<file path="src/hdl/pngcsp_pkg.sv">
// Shared types and constants for the PNG chunk stream parser.
package pngcsp_pkg;

    // Parse phase, one-hot.
    typedef enum logic [7:0] {
        PH_SIG      = 8'b0000_0001,
        PH_HDR      = 8'b0000_0010,
        PH_LEN      = 8'b0000_0100,
        PH_TYPE     = 8'b0000_1000,
        PH_BODY     = 8'b0001_0000,
        PH_CRC      = 8'b0010_0000,
        PH_IEND_CRC = 8'b0100_0000,
        PH_IGNORE   = 8'b1000_0000
    } t_phase;

    // Byte class labels.
    localparam logic [3:0] KIND_SIG      = 4'd0;
    localparam logic [3:0] KIND_HDR      = 4'd1;
    localparam logic [3:0] KIND_LEN      = 4'd2;
    localparam logic [3:0] KIND_TYPE     = 4'd3;
    localparam logic [3:0] KIND_IDAT     = 4'd4;
    localparam logic [3:0] KIND_IDAT_CRC = 4'd5;
    localparam logic [3:0] KIND_OTHER    = 4'd6;
    localparam logic [3:0] KIND_IEND     = 4'd7;
    localparam logic [3:0] KIND_IGNORED  = 4'd8;

    // End-of-stream status codes.
    localparam logic [1:0] STAT_OK        = 2'd0;
    localparam logic [1:0] STAT_SHORT_SIG = 2'd1;
    localparam logic [1:0] STAT_SHORT_HDR = 2'd2;
    localparam logic [1:0] STAT_TRUNC     = 2'd3;

    // Fixed stream prefix sizes and chunk type codes.
    localparam logic [5:0]  SIG_BYTES = 6'd8;
    localparam logic [5:0]  HDR_BYTES = 6'd25;
    localparam logic [31:0] TYPE_IDAT = 32'h4944_4154;
    localparam logic [31:0] TYPE_IEND = 32'h4945_4E44;

    // One input beat.
    typedef struct packed {
        logic [7:0] data_byte;
        logic       last_byte;
    } t_beat;

    // One result beat.
    typedef struct packed {
        logic [7:0] byte_value;
        logic [3:0] byte_kind;
        logic       idat_end;
        logic       stream_done;
        logic [1:0] status;
    } t_result;

endpackage

</file>
<file path="src/hdl/pngcsp_in_reg.sv">
// Input register stage of the PNG chunk stream parser.
module pngcsp_in_reg (
    input  logic                 i_clk,
    input  logic                 i_rst_n,
    input  logic                 i_valid,
    input  pngcsp_pkg::t_beat    i_beat,
    output logic                 o_stall,
    input  logic                 i_advance,
    output logic                 o_valid,
    output pngcsp_pkg::t_beat    o_beat
);

    logic              r_valid;
    pngcsp_pkg::t_beat r_beat;

    // Hold the beat while the next stage cannot take it.
    assign o_stall = r_valid && !i_advance;
    assign o_valid = r_valid;
    assign o_beat  = r_beat;

    always_ff @(posedge i_clk) begin
        if (!i_rst_n) begin
            r_valid <= 1'b0;
        end else if (!o_stall) begin
            r_valid <= i_valid;
        end
    end

    // Payload capture needs no reset.
    always_ff @(posedge i_clk) begin
        if (i_valid && !o_stall) begin
            r_beat <= i_beat;
        end
    end

endmodule

</file>
<file path="src/hdl/pngcsp_step.sv">
// Parse state and per-byte classification of the PNG chunk stream parser.
module pngcsp_step (
    input  logic                  i_clk,
    input  logic                  i_rst_n,
    input  logic                  i_fire,
    input  pngcsp_pkg::t_beat     i_beat,
    output pngcsp_pkg::t_result   o_result
);

    pngcsp_pkg::t_phase r_phase, n_phase;
    logic [5:0]         r_prefix, n_prefix;
    logic [1:0]         r_field, n_field;
    logic [31:0]        r_len, n_len;
    logic [31:0]        r_rem, n_rem;
    logic [31:0]        r_type, n_type;
    logic               r_idat, n_idat;

    logic [5:0] prefix_inc;
    logic [1:0] field_inc;
    logic [3:0] kind;
    logic       idat_end;
    logic [1:0] status;

    assign prefix_inc = r_prefix + 6'd1;
    assign field_inc  = r_field + 2'd1;

    // Next state and byte label for the beat in the input register.
    always_comb begin
        n_phase  = r_phase;
        n_prefix = r_prefix;
        n_field  = r_field;
        n_len    = r_len;
        n_rem    = r_rem;
        n_type   = r_type;
        n_idat   = r_idat;
        kind     = pngcsp_pkg::KIND_IGNORED;
        idat_end = 1'b0;
        case (r_phase)
            pngcsp_pkg::PH_SIG: begin
                kind     = pngcsp_pkg::KIND_SIG;
                n_prefix = prefix_inc;
                if (prefix_inc >= pngcsp_pkg::SIG_BYTES) begin
                    n_phase  = pngcsp_pkg::PH_HDR;
                    n_prefix = 6'd0;
                end
            end
            pngcsp_pkg::PH_HDR: begin
                kind     = pngcsp_pkg::KIND_HDR;
                n_prefix = prefix_inc;
                if (prefix_inc >= pngcsp_pkg::HDR_BYTES) begin
                    n_phase  = pngcsp_pkg::PH_LEN;
                    n_prefix = 6'd0;
                    n_field  = 2'd0;
                end
            end
            pngcsp_pkg::PH_LEN: begin
                kind    = pngcsp_pkg::KIND_LEN;
                n_len   = {r_len[23:0], i_beat.data_byte};
                n_field = field_inc;
                if (field_inc == 2'd0) begin
                    n_phase = pngcsp_pkg::PH_TYPE;
                    n_rem   = n_len;
                end
            end
            pngcsp_pkg::PH_TYPE: begin
                kind    = pngcsp_pkg::KIND_TYPE;
                n_type  = {r_type[23:0], i_beat.data_byte};
                n_field = field_inc;
                if (field_inc == 2'd0) begin
                    if (n_type == pngcsp_pkg::TYPE_IEND) begin
                        n_idat  = 1'b0;
                        n_phase = pngcsp_pkg::PH_IEND_CRC;
                    end else begin
                        n_idat  = (n_type == pngcsp_pkg::TYPE_IDAT);
                        n_phase = (r_rem == 32'd0) ? pngcsp_pkg::PH_CRC
                                                   : pngcsp_pkg::PH_BODY;
                    end
                end
            end
            pngcsp_pkg::PH_BODY: begin
                kind  = r_idat ? pngcsp_pkg::KIND_IDAT : pngcsp_pkg::KIND_OTHER;
                n_rem = r_rem - 32'd1;
                if (n_rem == 32'd0) begin
                    idat_end = r_idat;
                    n_phase  = pngcsp_pkg::PH_CRC;
                    n_field  = 2'd0;
                end
            end
            pngcsp_pkg::PH_CRC: begin
                kind    = r_idat ? pngcsp_pkg::KIND_IDAT_CRC : pngcsp_pkg::KIND_OTHER;
                n_field = field_inc;
                if (field_inc == 2'd0) begin
                    n_phase = pngcsp_pkg::PH_LEN;
                    n_idat  = 1'b0;
                end
            end
            pngcsp_pkg::PH_IEND_CRC: begin
                kind    = pngcsp_pkg::KIND_IEND;
                n_field = field_inc;
                if (field_inc == 2'd0) begin
                    n_phase = pngcsp_pkg::PH_IGNORE;
                end
            end
            default: begin
                kind = pngcsp_pkg::KIND_IGNORED;
            end
        endcase
    end

    // Status on the final byte comes from where parsing stands after it.
    always_comb begin
        status = pngcsp_pkg::STAT_OK;
        if (i_beat.last_byte) begin
            case (n_phase)
                pngcsp_pkg::PH_SIG:    status = pngcsp_pkg::STAT_SHORT_SIG;
                pngcsp_pkg::PH_HDR:    status = pngcsp_pkg::STAT_SHORT_HDR;
                pngcsp_pkg::PH_IGNORE: status = pngcsp_pkg::STAT_OK;
                pngcsp_pkg::PH_LEN: begin
                    status = (n_field == 2'd0) ? pngcsp_pkg::STAT_OK
                                               : pngcsp_pkg::STAT_TRUNC;
                end
                default:               status = pngcsp_pkg::STAT_TRUNC;
            endcase
        end
    end

    assign o_result.byte_value  = i_beat.data_byte;
    assign o_result.byte_kind   = kind;
    assign o_result.idat_end    = idat_end;
    assign o_result.stream_done = i_beat.last_byte;
    assign o_result.status      = status;

    // Control state; the final byte returns the parser to its start.
    always_ff @(posedge i_clk) begin
        if (!i_rst_n) begin
            r_phase  <= pngcsp_pkg::PH_SIG;
            r_prefix <= 6'd0;
            r_field  <= 2'd0;
            r_idat   <= 1'b0;
        end else if (i_fire) begin
            if (i_beat.last_byte) begin
                r_phase  <= pngcsp_pkg::PH_SIG;
                r_prefix <= 6'd0;
                r_field  <= 2'd0;
                r_idat   <= 1'b0;
            end else begin
                r_phase  <= n_phase;
                r_prefix <= n_prefix;
                r_field  <= n_field;
                r_idat   <= n_idat;
            end
        end
    end

    // Length, remaining count and type are always loaded before use.
    always_ff @(posedge i_clk) begin
        if (i_fire) begin
            r_len  <= n_len;
            r_rem  <= n_rem;
            r_type <= n_type;
        end
    end

endmodule

</file>
<file path="src/hdl/pngcsp_out_reg.sv">
// Result register stage of the PNG chunk stream parser.
module pngcsp_out_reg (
    input  logic                  i_clk,
    input  logic                  i_rst_n,
    input  logic                  i_load,
    input  pngcsp_pkg::t_result   i_result,
    output logic                  o_ready,
    output logic                  o_valid,
    input  logic                  i_stall,
    output pngcsp_pkg::t_result   o_result
);

    logic                r_valid;
    pngcsp_pkg::t_result r_result;

    // A new result may enter when the register is empty or being drained.
    assign o_ready  = !(r_valid && i_stall);
    assign o_valid  = r_valid;
    assign o_result = r_result;

    always_ff @(posedge i_clk) begin
        if (!i_rst_n) begin
            r_valid <= 1'b0;
        end else if (i_load) begin
            r_valid <= 1'b1;
        end else if (!i_stall) begin
            r_valid <= 1'b0;
        end
    end

    always_ff @(posedge i_clk) begin
        if (i_load) begin
            r_result <= i_result;
        end
    end

endmodule

</file>
<file path="src/hdl/png_chunk_stream_parser_unit.sv">
// Top level of the PNG chunk stream parser.
//
// Takes a PNG stream one byte per beat and returns one labelled result beat
// per input beat, in order. Throughput is one byte per clock while the
// output is not stalled. Each beat passes through the input register, then
// the result register. The per-byte path is the phase update and the 32-bit
// chunk length down-counter with its zero test, done combinationally between
// the two registers. The parser returns to its start state after the beat
// flagged as last.
module png_chunk_stream_parser_unit (
    input  logic       i_clk,
    input  logic       i_rst_n,
    input  logic       i_valid,
    output logic       o_stall,
    input  logic [7:0] i_data_byte,
    input  logic       i_last_byte,
    output logic       o_valid,
    input  logic       i_stall,
    output logic [7:0] o_byte_value,
    output logic [3:0] o_byte_kind,
    output logic       o_idat_end,
    output logic       o_stream_done,
    output logic [1:0] o_status
);

    pngcsp_pkg::t_beat   in_beat;
    pngcsp_pkg::t_beat   held_beat;
    pngcsp_pkg::t_result step_result;
    pngcsp_pkg::t_result out_result;
    logic                held_valid;
    logic                out_ready;
    logic                fire;

    assign in_beat.data_byte = i_data_byte;
    assign in_beat.last_byte = i_last_byte;

    // A held beat moves on whenever the result register can take it.
    assign fire = held_valid && out_ready;

    pngcsp_in_reg u_in_reg (
        .i_clk     (i_clk),
        .i_rst_n   (i_rst_n),
        .i_valid   (i_valid),
        .i_beat    (in_beat),
        .o_stall   (o_stall),
        .i_advance (out_ready),
        .o_valid   (held_valid),
        .o_beat    (held_beat)
    );

    pngcsp_step u_step (
        .i_clk    (i_clk),
        .i_rst_n  (i_rst_n),
        .i_fire   (fire),
        .i_beat   (held_beat),
        .o_result (step_result)
    );

    pngcsp_out_reg u_out_reg (
        .i_clk    (i_clk),
        .i_rst_n  (i_rst_n),
        .i_load   (fire),
        .i_result (step_result),
        .o_ready  (out_ready),
        .o_valid  (o_valid),
        .i_stall  (i_stall),
        .o_result (out_result)
    );

    assign o_byte_value  = out_result.byte_value;
    assign o_byte_kind   = out_result.byte_kind;
    assign o_idat_end    = out_result.idat_end;
    assign o_stream_done = out_result.stream_done;
    assign o_status      = out_result.status;

endmodule
</file>
<file path="config.mk">
export PLATFORM = sky130hd
export DESIGN_NAME = png_chunk_stream_parser_unit
export DESIGN_NICKNAME = d
export VERILOG_FILES = /design/src/hdl/pngcsp_pkg.sv /design/src/hdl/pngcsp_in_reg.sv /design/src/hdl/pngcsp_step.sv /design/src/hdl/pngcsp_out_reg.sv /design/src/hdl/png_chunk_stream_parser_unit.sv
export SDC_FILE = /design/constraint.sdc
export NUM_CORES = 1
export LEC_CHECK = 0
export BUFFER_PORTS_ARGS = -buffer_cell sky130_fd_sc_hd__buf_4
export CORE_UTILIZATION = 50
export DETAILED_ROUTE_END_ITERATION = 12
export PLACE_DENSITY_LB_ADDON = 0.12
export SETUP_SLACK_MARGIN = 0.05
export SYNTH_ARGS = -nofsm -noshare
export SYNTH_HDL_FRONTEND = slang
export SYNTH_HIERARCHICAL = 1
export SYNTH_SLANG_ARGS = --single-unit
export TNS_END_PERCENT = 10
</file>
<file path="constraint.sdc">
create_clock -name i_clk -period 11.9 [get_ports i_clk]
set_input_delay 1.785 -clock i_clk [delete_from_list [all_inputs] [get_ports i_clk]]
set_output_delay 1.785 -clock i_clk [all_outputs]
set_load 0.01 [all_outputs]
</file>
# ---- Yosys cells after proc, flatten, opt, wreduce, memory -nomap -nowiden
# Cells that the tools add are included.
dict set report totals {
  ff_bits 124
  latch_bits 0
  mem_bits_rw 0
  rom_bits 0
  inputBits 13
  output_inout_bits 18
  elab_cells 91
  n_memories 0
}
dict set report classes {
  n_addsub 3
  multipliers 0
  n_div 0
  n_lt_le_gt_ge 2
  eq_ne 17
  shifts 0
  muxes 33
  bitwise 0
  reduce_logical 20
}
# cell count
set op_table {}
lappend op_table {{$mux W8} 9}
lappend op_table {{$eq A32 B31 Y1 const B} 2}
lappend op_table {{$logic_not A32 Y1} 2}
lappend op_table {{$pmux W32 S2} 1}
lappend op_table {{$pmux W8 S7} 1}
lappend op_table {{$mux W32} 1}
lappend op_table {{$sub A32 B1 Y32 const B} 1}
lappend op_table {{$pmux W4 S7} 1}
lappend op_table {{$mux W6} 4}
lappend op_table {{$eq A8 B1 Y1 const B} 2}
lappend op_table {{$eq A8 B2 Y1 const B} 2}
lappend op_table {{$eq A8 B3 Y1 const B} 2}
lappend op_table {{$mux W2} 6}
lappend op_table {{$pmux W6 S2} 1}
lappend op_table {{$eq A8 B4 Y1 const B} 1}
lappend op_table {{$eq A8 B5 Y1 const B} 1}
lappend op_table {{$eq A8 B6 Y1 const B} 1}
lappend op_table {{$eq A8 B7 Y1 const B} 1}
lappend op_table {{$eq A8 B8 Y1 const B} 1}
lappend op_table {{$pmux W2 S4} 1}
lappend op_table {{$reduce_and A2 Y1} 4}
lappend op_table {{$add A6 B1 Y6 const B} 1}
lappend op_table {{$ge A6 B4 Y1 const B} 1}
lappend op_table {{$ge A6 B5 Y1 const B} 1}
lappend op_table {{14 further kinds} 27}

# ---- Longest topological paths before layout
# Gate-level depths: netlist (run 1).
dict set report logic_depth {
  word_depth 7
  depth_mapped 10
  depth_no_buf 10
}

# ---- Cells and area by module
# The synthesis (run 1) kept the hierarchy.
# mod instances cells_each area_each_um2 seq_area_each_um2
set modules_own_cells {}
lappend modules_own_cells {pngcsp_step 1 487 5157.4 2742.6}
lappend modules_own_cells {pngcsp_out_reg 1 20 515.5 500.5}
lappend modules_own_cells {pngcsp_in_reg 1 13 317.8 290.3}
lappend modules_own_cells {png_chunk_stream_parser_unit 1 1 6.3 0.0}

# ---- Worst setup path before layout (run 1)
# OpenSTA, ideal clock, no wires.
dict set report synth_path {
  kind {input -> register}
  startpoint {in i_stall}
  endpoint {reg u_step.r_rem[0] (enable)}
  setup_time_ns 0.432
  arrival_time_ns 4.580
  required_time_ns 11.468
  path_slack_ns 6.888
  cell_stages 4
  n_path_buf 0
  cell_sequence {nand2_1 > and2_1 > clkinv_1 > a21oi_1}
}
dict set report synth_between {
  elab_chain_len 4
}
# item line
set synth_lines {}
lappend synth_lines {{start: declaration} png_chunk_stream_parser_unit.sv:18} ;# input logic i_stall,
lappend synth_lines {{$logic_and A1 B1 Y1} pngcsp_out_reg.sv:17} ;# assign o_ready = !(r_valid && i_stall);
lappend synth_lines {{$logic_not A1 Y1} pngcsp_out_reg.sv:17}
lappend synth_lines {{$logic_and A1 B1 Y1} png_chunk_stream_parser_unit.sv:38} ;# assign fire = held_valid && out_ready;
lappend synth_lines {{via fire} png_chunk_stream_parser_unit.sv:32} ;# logic fire;
lappend synth_lines {{$reduce_and A3 Y1 (no source line)} -}
lappend synth_lines {{end signal: assignment} pngcsp_step.sv:159} ;# r_rem <= n_rem;
lappend synth_lines {{end: declaration} pngcsp_step.sv:14} ;# logic [31:0] r_rem, n_rem;
# The timed path passes the listed nets, and every way through them passes these cells.
# A chain may end at the register's enable or synchronous reset.

# ---- Final worst setup path (run 1)
dict set report layout_path {
  startpoint {in i_stall}
  endpoint {out o_stall}
}
dict set report layout_between {
  elab_chain_len 2
}
# item line
set layout_lines {}
lappend layout_lines {{$logic_and A1 B1 Y1} pngcsp_out_reg.sv:17}
lappend layout_lines {{$logic_and A1 B1 Y1} pngcsp_in_reg.sv:17} ;# assign o_stall = r_valid && !i_advance;
lappend layout_lines {{end: declaration} png_chunk_stream_parser_unit.sv:14} ;# output logic o_stall,
# Every way passes these cells.

==> results of run 1 <==
-- layout make-up --
type                            instances  area share (%)
Clock buffer                           18            6.25
Clock inverter                         14            2.31
Inverter                               11           0.601
Multi-Input combinational cell        359            33.3
Sequential cell                       124            51.5
Tap cell                              143            2.61
Timing Repair Buffer                   32            3.50
-- metrics by stage --
stage,std cells,util (%)
floorplan,521,-
global placement,669,54.3
detailed placement,669,54.3
CTS,701,59.4
global route,701,59.4
finish,701,59.4
-- power by group --
group	total (W)	switching (W)	internal, W
sequential	0.000477	0.00000442	0.000473
clock	0.000509	0.000197	0.000312
combinational	0.0000179	0.00000982	0.00000813
-- worst max path at each step --
stage                       start              end  slack (ns)
final                     i_stall          o_stall        7.90
after global routing      i_stall          o_stall        7.86
after floorplan           i_stall  u_step/r_rem[0]        6.89
after CTS                 i_stall          o_stall        7.89
after detailed placement  i_stall          o_stall        7.90
after global placement    i_stall          o_stall        7.90
-- critical path: stages --
cell and delay (ns):
buf_4 0.08, nand2_1 0.08, nor2b_4 0.13, buf_4 0.12
-- metal layers --
metal | vias up | wire (um) | GRT usage [%] | part of all wire, %
met5 | - | 0 | 0 | 0
met4 | 0 | 197 | 8.74 | 1.6
met3 | 17 | 643 | 6.15 | 5.2
met2 | 109 | 5740 | 33.2 | 46
met1 | 2022 | 5870 | 29.3 | 47
li1 | 1996 | - | - | -
-- synthesized netlist by cell type, drive strengths merged, types with 3 or more instances --
library cell	count	share of area [%]
buf	17	1.9
a31oi	4	0.42
a21boi	3	0.38
o21ai	45	3.8
a21oi	15	1.3
or2	3	0.31
nand2	62	3.9
xnor2	20	2.9
nor3b	4	0.77
ha	5	1.0
o31ai	3	0.38
and3	3	0.31
and4	3	0.44
or4	5	0.69
clkbuf	10	0.63
nand3	11	1.0
dfxtp	19	6.3
xor2	12	1.8
and2	4	0.46
nor4	14	2.3
nor2b	8	0.96
or3	6	0.65
inv	10	0.63
nor4b	6	0.88
nand4	9	1.0
nor3	20	1.9
nand2b	6	0.75
o2111ai	3	0.44
nor2	44	2.8
a211oi	3	0.38
a22oi	5	0.63
edfxtp	105	53
-- flip-flops by register name, indices dropped and copies added (netlist names) --
name / cells
u_in_reg/o_beat: 9
u_in_reg/o_valid: 1
u_out_reg/o_result: 16
u_out_reg/o_valid: 1
u_step/r_field: 2
u_step/r_idat: 1
u_step/r_len: 24
u_step/r_phase: 8
u_step/r_prefix: 6
u_step/r_rem: 32
u_step/r_type: 24
-- logic make-up after synthesis --
kind of cell	Yosys count	share of synthesized area, %
AOI/OAI and AO/OA	100	10.8
xor gates and xnor gates	32	4.67
adders and majority gates	5	1.04
buffers and inverters	38	3.25
DFF	124	58.9
muxes	4	0.709
and+or+nand+nor	218	20.6
==> metrics.cfg, run 1 <==
[logic_synthesis]
synth_cells=521
synth.avg_cell_area_sq_um=11.5
syn-num-nets=539
synth_area_sq_um=6000
synthDistinctLibCells=71
synth_edf_count=105
synth-seq-cells=124
synthArstFlopShare_pct=0
yosysWarnings=6
synth_flop_cell=edfxtp_1
ys_seq_area_share_pct=58.9

[sta]
hold_viol=0
fmax_mhz=250
period_share_pct=33.6
hold_slack_ns=0.446
fin_setup_tns_ns=0
finalSetupViolCount=0
clock_skew_ns=0.00754
max_slew.worst_pin.slew_ns=1.11
period_needed_ns=4.00
rsz0062_at_grt=false
fin_ws_ns=7.90
finalMaxSlewViolations=0
relSlewSlack_pct=26.0

[global_routing]
grt_max_degree=64
grtUsageTotal_pct=21.7
grt-ovfl-total=0
grt_pass1_vias=3995
grt_pass1_wl_um=20400
antenna_found_initial=0

[status]
outcome=complete, no violations

[power_and_ir_drop]
leakage_nw=2.32
power_density_nw_per_um2=146
peakVddDrop_mv=0.121
p_total_w=0.00100

[route]
wl_per_cell_um=17.8
via_per_inst=5.91
wirelength_um=12500
vias=4144
drtAntennaViolNets=0
drcViolationCount=0
firstDrtPassIters=5
drt_iter0_markers=318

[place]
placed_cell_area_sq_um=6280
dp_hpwl_um=8670
dp_slack_ns=7.90
gp_congestion=0.856
io_buffers=30

[finish]
final_common_cell=edfxtp_1
final_cell_mix=105 x edfxtp_1, 62 x nand2_1, 45 x o21ai_0, 43 x nor2_1, 32 x buf_4
antenna_cells=0
seqCellArea_sq_um=3530
drive_gt1_share_pct=15.9
fillers=917
design_area_sq_um=6870
layout.nets=563
area_growth_pct=14.5
multi_input_area_sq_um=2280

[worst_setup_path]
crit_fanout=3
r2r.worst_path.cells=10
timing_worst_setup_path_type=input port to primary output
crit_arrival_ns=2.21
r2r_setup_slack_ns=8.48
required_ns=10.12
reg2reg_to=u_out_reg/o_result[1]
timing.rr.start=u_step/r_rem[0]
worstSetupStartpointType=input port
endpoint_kind=primary output

[min_path]
whs_endpoint=u_step/r_type[21]
holdPathStages=0
hp-start=u_step/r_type[13]
min_path_type=flop to flop

[cts]
clock_path_buffers=2
cts_setup_buffers=0
cts_resized=0
clk-insertion-delay-late_ns=0.42
htreeDepth=4
cts_root_buf=clkbuf_16
hold_buffers=0
clk_pin_slew_ns=0.06
cts.sinks=124
numCtsBuffers=17
cts_tree=built

[floorplan]
die_x_um=112
core_area_sq_um=11600
start_util_pct=51.9
die_y_um=112
die_area_sq_um=12400
ios=31
rows=39

[job]
max-cap-violations=0

(Power assumes the default switching activity.)
==> inputs of run 2 (changes only) <==
==> constraint.sdc (replaced) <==
create_clock -name i_clk -period 3.9 [get_ports i_clk]
set_input_delay 0.585 -clock i_clk [delete_from_list [all_inputs] [get_ports i_clk]]
set_output_delay 0.585 -clock i_clk [all_outputs]
set_load 0.01 [all_outputs]
==> run 2 against run 1 <==
Compared with the run above: cell area grew 1.0%; utilization grew 0.61 points; sequential share of layout area fell by 0.52 points; clock power rose to 3.3 times the previous value; power rose to 3.2 times the previous value; via count up 1.9%; wire length grew 4.2%; die area unchanged; non-clock buffer count rose by 4; highest routed layer unchanged.
==> metrics.cfg, run 2 (synthesis results as in run 1) <==
[status]
outcome=complete, no violations  ; unchanged

[worst_setup_path]
path_cells=inv_1 > ha_1 > nor4b_1 > nand4_2 > o31a_1 > nor4_1 > o2111ai_1 > and2_4 > nor4_2 > a211oi_1  ; was buf_4 > nand2_1 > nor2b_4 > buf_4
r2r.worst_path.cells=10  ; unchanged
crit_arrival_ns=3.45  ; was 2.21 ns
timing_worst_setup_path_type=flop to flop  ; was input port to primary output
required_ns=4.03  ; was 10.12 ns
endpoint_kind=flop  ; was primary output
crit_family=simple AND/OR/NAND/NOR gates  ; unchanged
critical_path_buf_inv_count=1  ; was 2
crit_fanout=8  ; was 3
critPathSlowestCell=edfxtp_1  ; was nor2b_4
worstSetupStartpointType=flop  ; was input port
crit_path_max_incr_delay_ns=0.44  ; was 0.13 ns
critical_path_cell_count=10  ; was 4

[finish]
fillers=935  ; was 917
antenna_cells=0  ; unchanged
final_common_cell=edfxtp_1  ; unchanged
drive_gt1_share_pct=16.0  ; was 15.9%
design_area_sq_um=6940  ; was 6870 sq um
area_growth_pct=15.7  ; was 14.5%
largest_reg_flops=32  ; unchanged
reg_top3=u_step/r_rem (32), u_step/r_len (24), u_step/r_type (24)  ; unchanged
layout.nets=567  ; was 563
final_cell_mix=105 x edfxtp_1, 62 x nand2_1, 45 x o21ai_0, 43 x nor2_1, 36 x buf_4  ; was 105 x edfxtp_1, 62 x nand2_1, 45 x o21ai_0, 43 x nor2_1, 32 x buf_4
top_register=u_step/r_rem  ; unchanged

[cts]
clk_pin_slew_ns=0.05  ; was 0.06 ns
clock_path_buffers=2  ; unchanged
cts_setup_buffers=0  ; unchanged
cts_resized=0  ; unchanged
cts_root_buf=clkbuf_16  ; unchanged
hold_buffers=0  ; unchanged
clk-insertion-delay-late_ns=0.41  ; was 0.42 ns
cts.sinks=124  ; unchanged
htreeDepth=4  ; unchanged
cts_tree=built  ; unchanged
numCtsBuffers=17  ; unchanged

[sta]
finalSetupViolCount=0  ; unchanged
fmax_mhz=301
period_share_pct=85.2
max_slew.worst_pin.slew_ns=0.819  ; was 1.11 ns
rsz0062_at_grt=false  ; unchanged
fin_ws_ns=0.577  ; was 7.90 ns
relSlewSlack_pct=44.9  ; was 26.0%
period_needed_ns=3.32
hold_viol=0  ; unchanged
finalMaxSlewViolations=0  ; unchanged
clock_skew_ns=0.00547  ; was 0.00754 ns
fin_setup_tns_ns=0  ; unchanged

[place]
io_buffers=30  ; unchanged
dp_slack_ns=0.639  ; was 7.90 ns
gp_congestion=0.889  ; was 0.856
dp_hpwl_um=8870  ; was 8670 um
placed_cell_area_sq_um=6310  ; was 6280 sq um

[power_and_ir_drop]
power_switching_w=0.000594  ; was 0.000211 W
peakVddDrop_mv=0.394  ; was 0.121 mV
switching_share_pct=18.6  ; was 21.0%
seq_power_share_pct=45.7  ; was 47.5%
intPower_w=0.00259  ; was 0.000794 W
leakage_nw=2.36  ; was 2.32 nW
comb_power_share_pct=1.8  ; about the same
power_density_nw_per_um2=459  ; was 146 nW/um^2
p_clk_share_pct=52.4  ; was 50.7%

[global_routing]
antenna_found_initial=0  ; unchanged
grt_pass1_wl_um=21000  ; was 20400 um
grt-ovfl-total=0  ; unchanged
grtUsageTotal_pct=22.1  ; was 21.7%
grt_max_degree=63  ; was 64
grt_pass1_vias=4046  ; was 3995

[floorplan]
core_area_sq_um=11600  ; unchanged
die_area_sq_um=12400  ; unchanged
die_y_um=112  ; unchanged
ios=31  ; unchanged
rows=39  ; unchanged
die_x_um=112  ; unchanged
start_util_pct=51.9  ; unchanged

[job]
max-cap-violations=0  ; unchanged

[route]
drcViolationCount=0  ; unchanged
wirelength_um=13000  ; was 12500 um
drtAntennaViolNets=0  ; unchanged
firstDrtPassIters=5  ; unchanged
via_per_inst=6.00  ; was 5.91
vias=4224  ; was 4144
wl_per_cell_um=18.4  ; was 17.8 um
drt_iter0_markers=309  ; was 318

[min_path]
min_path_type=input port to flop  ; was flop to flop
holdPathStages=1  ; was 0

## run 2: cell count changes in the layout (fill, tap and decap cells not counted)
cell        delta
buf_4          +4
bufinv_16      +3
clkinv_1       +2
clkinv_2       +1
clkinvlp_4     -1
inv_6          -5
inv_8          -1
## run 2: power groups by stage
stage | Clock, W | Combinational (W) | Sequential [W]
detailed placement | 0 | 0.0000585 | 0.00148
global route | 0.00176 | 0.0000638 | 0.00146
finish | 0.00167 | 0.0000586 | 0.00146
floorplan | 0 | 0.0000274 | 0.00148
CTS | 0.00170 | 0.0000587 | 0.00146
global placement | 0 | 0.0000568 | 0.00148
## run 2: final timing paths
path / start / end / slack, ns
max: u_step/r_rem[0] / u_out_reg/o_result[1] / 0.58
min: i_data_byte[7] / u_in_reg/o_beat[8] / 0.35
max reg2reg: u_step/r_rem[0] / u_out_reg/o_result[1] / 0.58
min reg2reg: u_step/r_type[10] / u_step/r_type[18] / 0.44
## run 2: layout make-up
class | instances | area [sq um] | area share [%]
clock buffers | 18 | 429 | 6.19
repair buffers | 36 | 270 | 3.90
flip-flops and latches | 124 | 3530 | 50.9
inverters | 11 | 41.3 | 0.595
well taps | 143 | 179 | 2.58
clock inverters | 13 | 199 | 2.87
multi-input cells | 359 | 2280 | 32.9
## run 2: through the flow
step / hold slack, ns / total power (W) / util [%] / std cells
finish: 0.351 / 0.00319 / 60.0 / 704
global route: 0.330 / 0.00328 / 60.0 / 704
CTS: 0.331 / 0.00322 / 60.0 / 704
detailed placement: 0.429 / 0.00154 / 54.5 / 673
global placement: 0.422 / 0.00154 / 54.5 / 673
floorplan: 0.417 / 0.00151 / - / 521
## run 2: routing by layer
layer	vias to the layer above	wire (um)	global-route usage [%]	share of wire, %
met5	-	0	0	0
met4	0	260	9.64	2.0
met3	19	747	5.66	5.8
met2	137	6000	33.5	46
met1	2067	5960	30.2	46
li1	2001	-	-	-
==> inputs of run 3 (changes only) <==
==> constraint.sdc (replaced) <==
create_clock -name i_clk -period 3.55 [get_ports i_clk]
set_input_delay 0.5325 -clock i_clk [delete_from_list [all_inputs] [get_ports i_clk]]
set_output_delay 0.5325 -clock i_clk [all_outputs]
set_load 0.01 [all_outputs]
==> run 3 against run 2 <==
Compared with the run above: non-clock buffer count is 1 higher; critical path type unchanged; largest cell class unchanged; combinational power rose by 6.8%; fmax is 2.5% higher; clock skew is 0.0044 ns higher; utilization is essentially flat.
==> metrics.cfg, run 3 (synthesis results as in run 1) <==
[status]
outcome=complete, no violations  ; unchanged

[cts]
clk_pin_slew_ns=0.06  ; was 0.05 ns
clk-insertion-delay-late_ns=0.42  ; was 0.41 ns
cts.sinks=124  ; unchanged
htreeDepth=4  ; unchanged
cts_setup_buffers=0  ; unchanged
cts_root_buf=clkbuf_16  ; unchanged
clock_path_buffers=2  ; unchanged
cts_tree=built  ; unchanged
numCtsBuffers=17  ; unchanged

[floorplan]
ios=31  ; unchanged
die_x_um=112  ; unchanged
die_y_um=112  ; unchanged
start_util_pct=51.9  ; unchanged
core_area_sq_um=11600  ; unchanged
die_area_sq_um=12400  ; unchanged
rows=39  ; unchanged

[power_and_ir_drop]
p_total_w=0.00345  ; was 0.00319 W
seq_power_share_pct=46.4  ; was 45.7%
p_clk_share_pct=51.8  ; was 52.4%
leakage_nw=2.36  ; about the same
peakVddDrop_mv=0.433  ; was 0.394 mV
power_density_nw_per_um2=497  ; was 459 nW/um^2
switching_share_pct=20.8  ; was 18.6%
comb_power_share_pct=1.8  ; about the same
intPower_w=0.00273  ; was 0.00259 W
power_switching_w=0.000717  ; was 0.000594 W

[finish]
antenna_cells=0  ; unchanged
largest_reg_flops=32  ; unchanged
top_register=u_step/r_rem  ; unchanged
area_growth_pct=15.8  ; was 15.7%
layout.nets=568  ; was 567
stdcell_count=706  ; was 704
reg_top3=u_step/r_rem (32), u_step/r_len (24), u_step/r_type (24)  ; unchanged
final_common_cell=edfxtp_1  ; unchanged
drive_gt1_share_pct=17.2  ; was 16.0%
final_cell_mix=105 x edfxtp_1, 62 x nand2_1, 45 x o21ai_0, 43 x nor2_1, 37 x buf_4  ; was 105 x edfxtp_1, 62 x nand2_1, 45 x o21ai_0, 43 x nor2_1, 36 x buf_4

[place]
gp_congestion=0.884  ; was 0.889
place_inst=674  ; was 673
dp_hpwl_um=8550  ; was 8870 um
io_buffers=30  ; unchanged
dp_slack_ns=0.270  ; was 0.639 ns

[sta]
finalMaxSlewViolations=0  ; unchanged
period_share_pct=91.3  ; was 85.2%
clock_skew_ns=0.00991  ; was 0.00547 ns
hold_viol=0  ; unchanged
period_needed_ns=3.24  ; was 3.32 ns
fin_ws_ns=0.308  ; was 0.577 ns
rsz0062_at_grt=false  ; unchanged
fmax_mhz=308  ; was 301 MHz
fin_setup_tns_ns=0  ; unchanged
relSlewSlack_pct=44.2  ; was 44.9%
max_slew.worst_pin.slew_ns=0.835  ; was 0.819 ns
hold_slack_ns=0.289  ; was 0.351 ns
finalSetupViolCount=0  ; unchanged

[route]
drt_iter0_markers=279  ; was 309
drtAntennaViolNets=0  ; unchanged
vias=4126  ; was 4224
firstDrtPassIters=4  ; was 5
wirelength_um=12700  ; was 13000 um
drcViolationCount=0  ; unchanged
via_per_inst=5.84  ; was 6.00
wl_per_cell_um=18.0  ; was 18.4 um

[global_routing]
grt_pass1_wl_um=20600  ; was 21000 um
grt-ovfl-total=0  ; unchanged
grtUsageTotal_pct=21.7  ; was 22.1%
antenna_found_initial=0  ; unchanged
grt_max_degree=60  ; was 63
grt_pass1_vias=4057  ; was 4046

[min_path]
min_path_type=input port to flop  ; unchanged

[job]
max-cap-violations=0  ; unchanged

[worst_setup_path]
timing_worst_setup_path_type=flop to flop  ; unchanged
required_ns=3.69  ; was 4.03 ns
crit_fanout=6  ; was 8
crit_arrival_ns=3.38  ; was 3.45 ns
endpoint_kind=flop  ; unchanged
worstSetupStartpointType=flop  ; unchanged

[run 3: changes by cell type in the layout (fill, tap and decap cells not counted), sizes merged]
cell / previous run / this run
inv: 10 / 15
clkbuf: 18 / 17
clkinvlp: 0 / 1
bufinv: 5 / 3
buf: 36 / 37
clkinv: 9 / 7
[run 3: area by class of cell]
type | instances | area [sq um]
fill | 956 | 4620
tap | 143 | 179
timing repair buffer | 37 | 278
inverter | 11 | 41.3
clock inverter | 15 | 188
sequential | 124 | 3530
clock buffer | 17 | 425
multi-input combinational | 359 | 2300
[run 3: routing by layer]
metal	GRT usage (%)	routed length, um	vias up
li1	-	-	2011
met1	28.6	5930	1973
met2	34.2	5960	123
met3	5.66	609	19
met4	9.19	200	0
met5	0	0	-
[run 3: path summary, 6_finish.rpt]
path                           from                    end  slack (ns)  depth (start not counted)
hold / removal       i_data_byte[2]     u_in_reg/o_beat[3]        0.29                          1
setup / recovery    u_step/r_rem[0]  u_out_reg/o_result[1]        0.31                         10
hold reg to reg   u_step/r_type[10]      u_step/r_type[18]        0.45                          0
setup reg to reg    u_step/r_rem[0]  u_out_reg/o_result[1]        0.31                         10
[run 3: what timing repair did]
action                                  CTS  global route
endpoints found under the setup margin    0             2
hold buffers                              0             0
resized for setup                         0             2
[run 3: worst max-delay path: stages (launching register included)]
cell and delay (ns):
edfxtp_1 0.46, inv_1 0.09, ha_1 0.24, or4b_4 0.52, nor3b_1 0.21, o21ai_0 0.17
a2111oi_4 0.36, o2111ai_2 0.23, and2_4 0.23, nor4_2 0.33, a211oi_1 0.12
[run 3: per-stage QoR]
stage	instance area, sq um	util (%)
3_5_place_dp	6320	54.6
3_3_place_gp	6320	54.6
2_1_floorplan	6000	-
6_report	6940	60.0
4_1_cts	6930	59.9
5_1_grt	6940	60.0
[run 3: power groups by stage]
stage / combinational [W] / clock [W] / sequential [W]
2_1_floorplan: 0.0000303 / 0 / 0.00163
3_3_place_gp: 0.0000611 / 0 / 0.00163
3_5_place_dp: 0.0000624 / 0 / 0.00163
4_1_cts: 0.0000628 / 0.00181 / 0.00160
5_1_grt: 0.0000676 / 0.00187 / 0.00160
6_report: 0.0000626 / 0.00179 / 0.00160
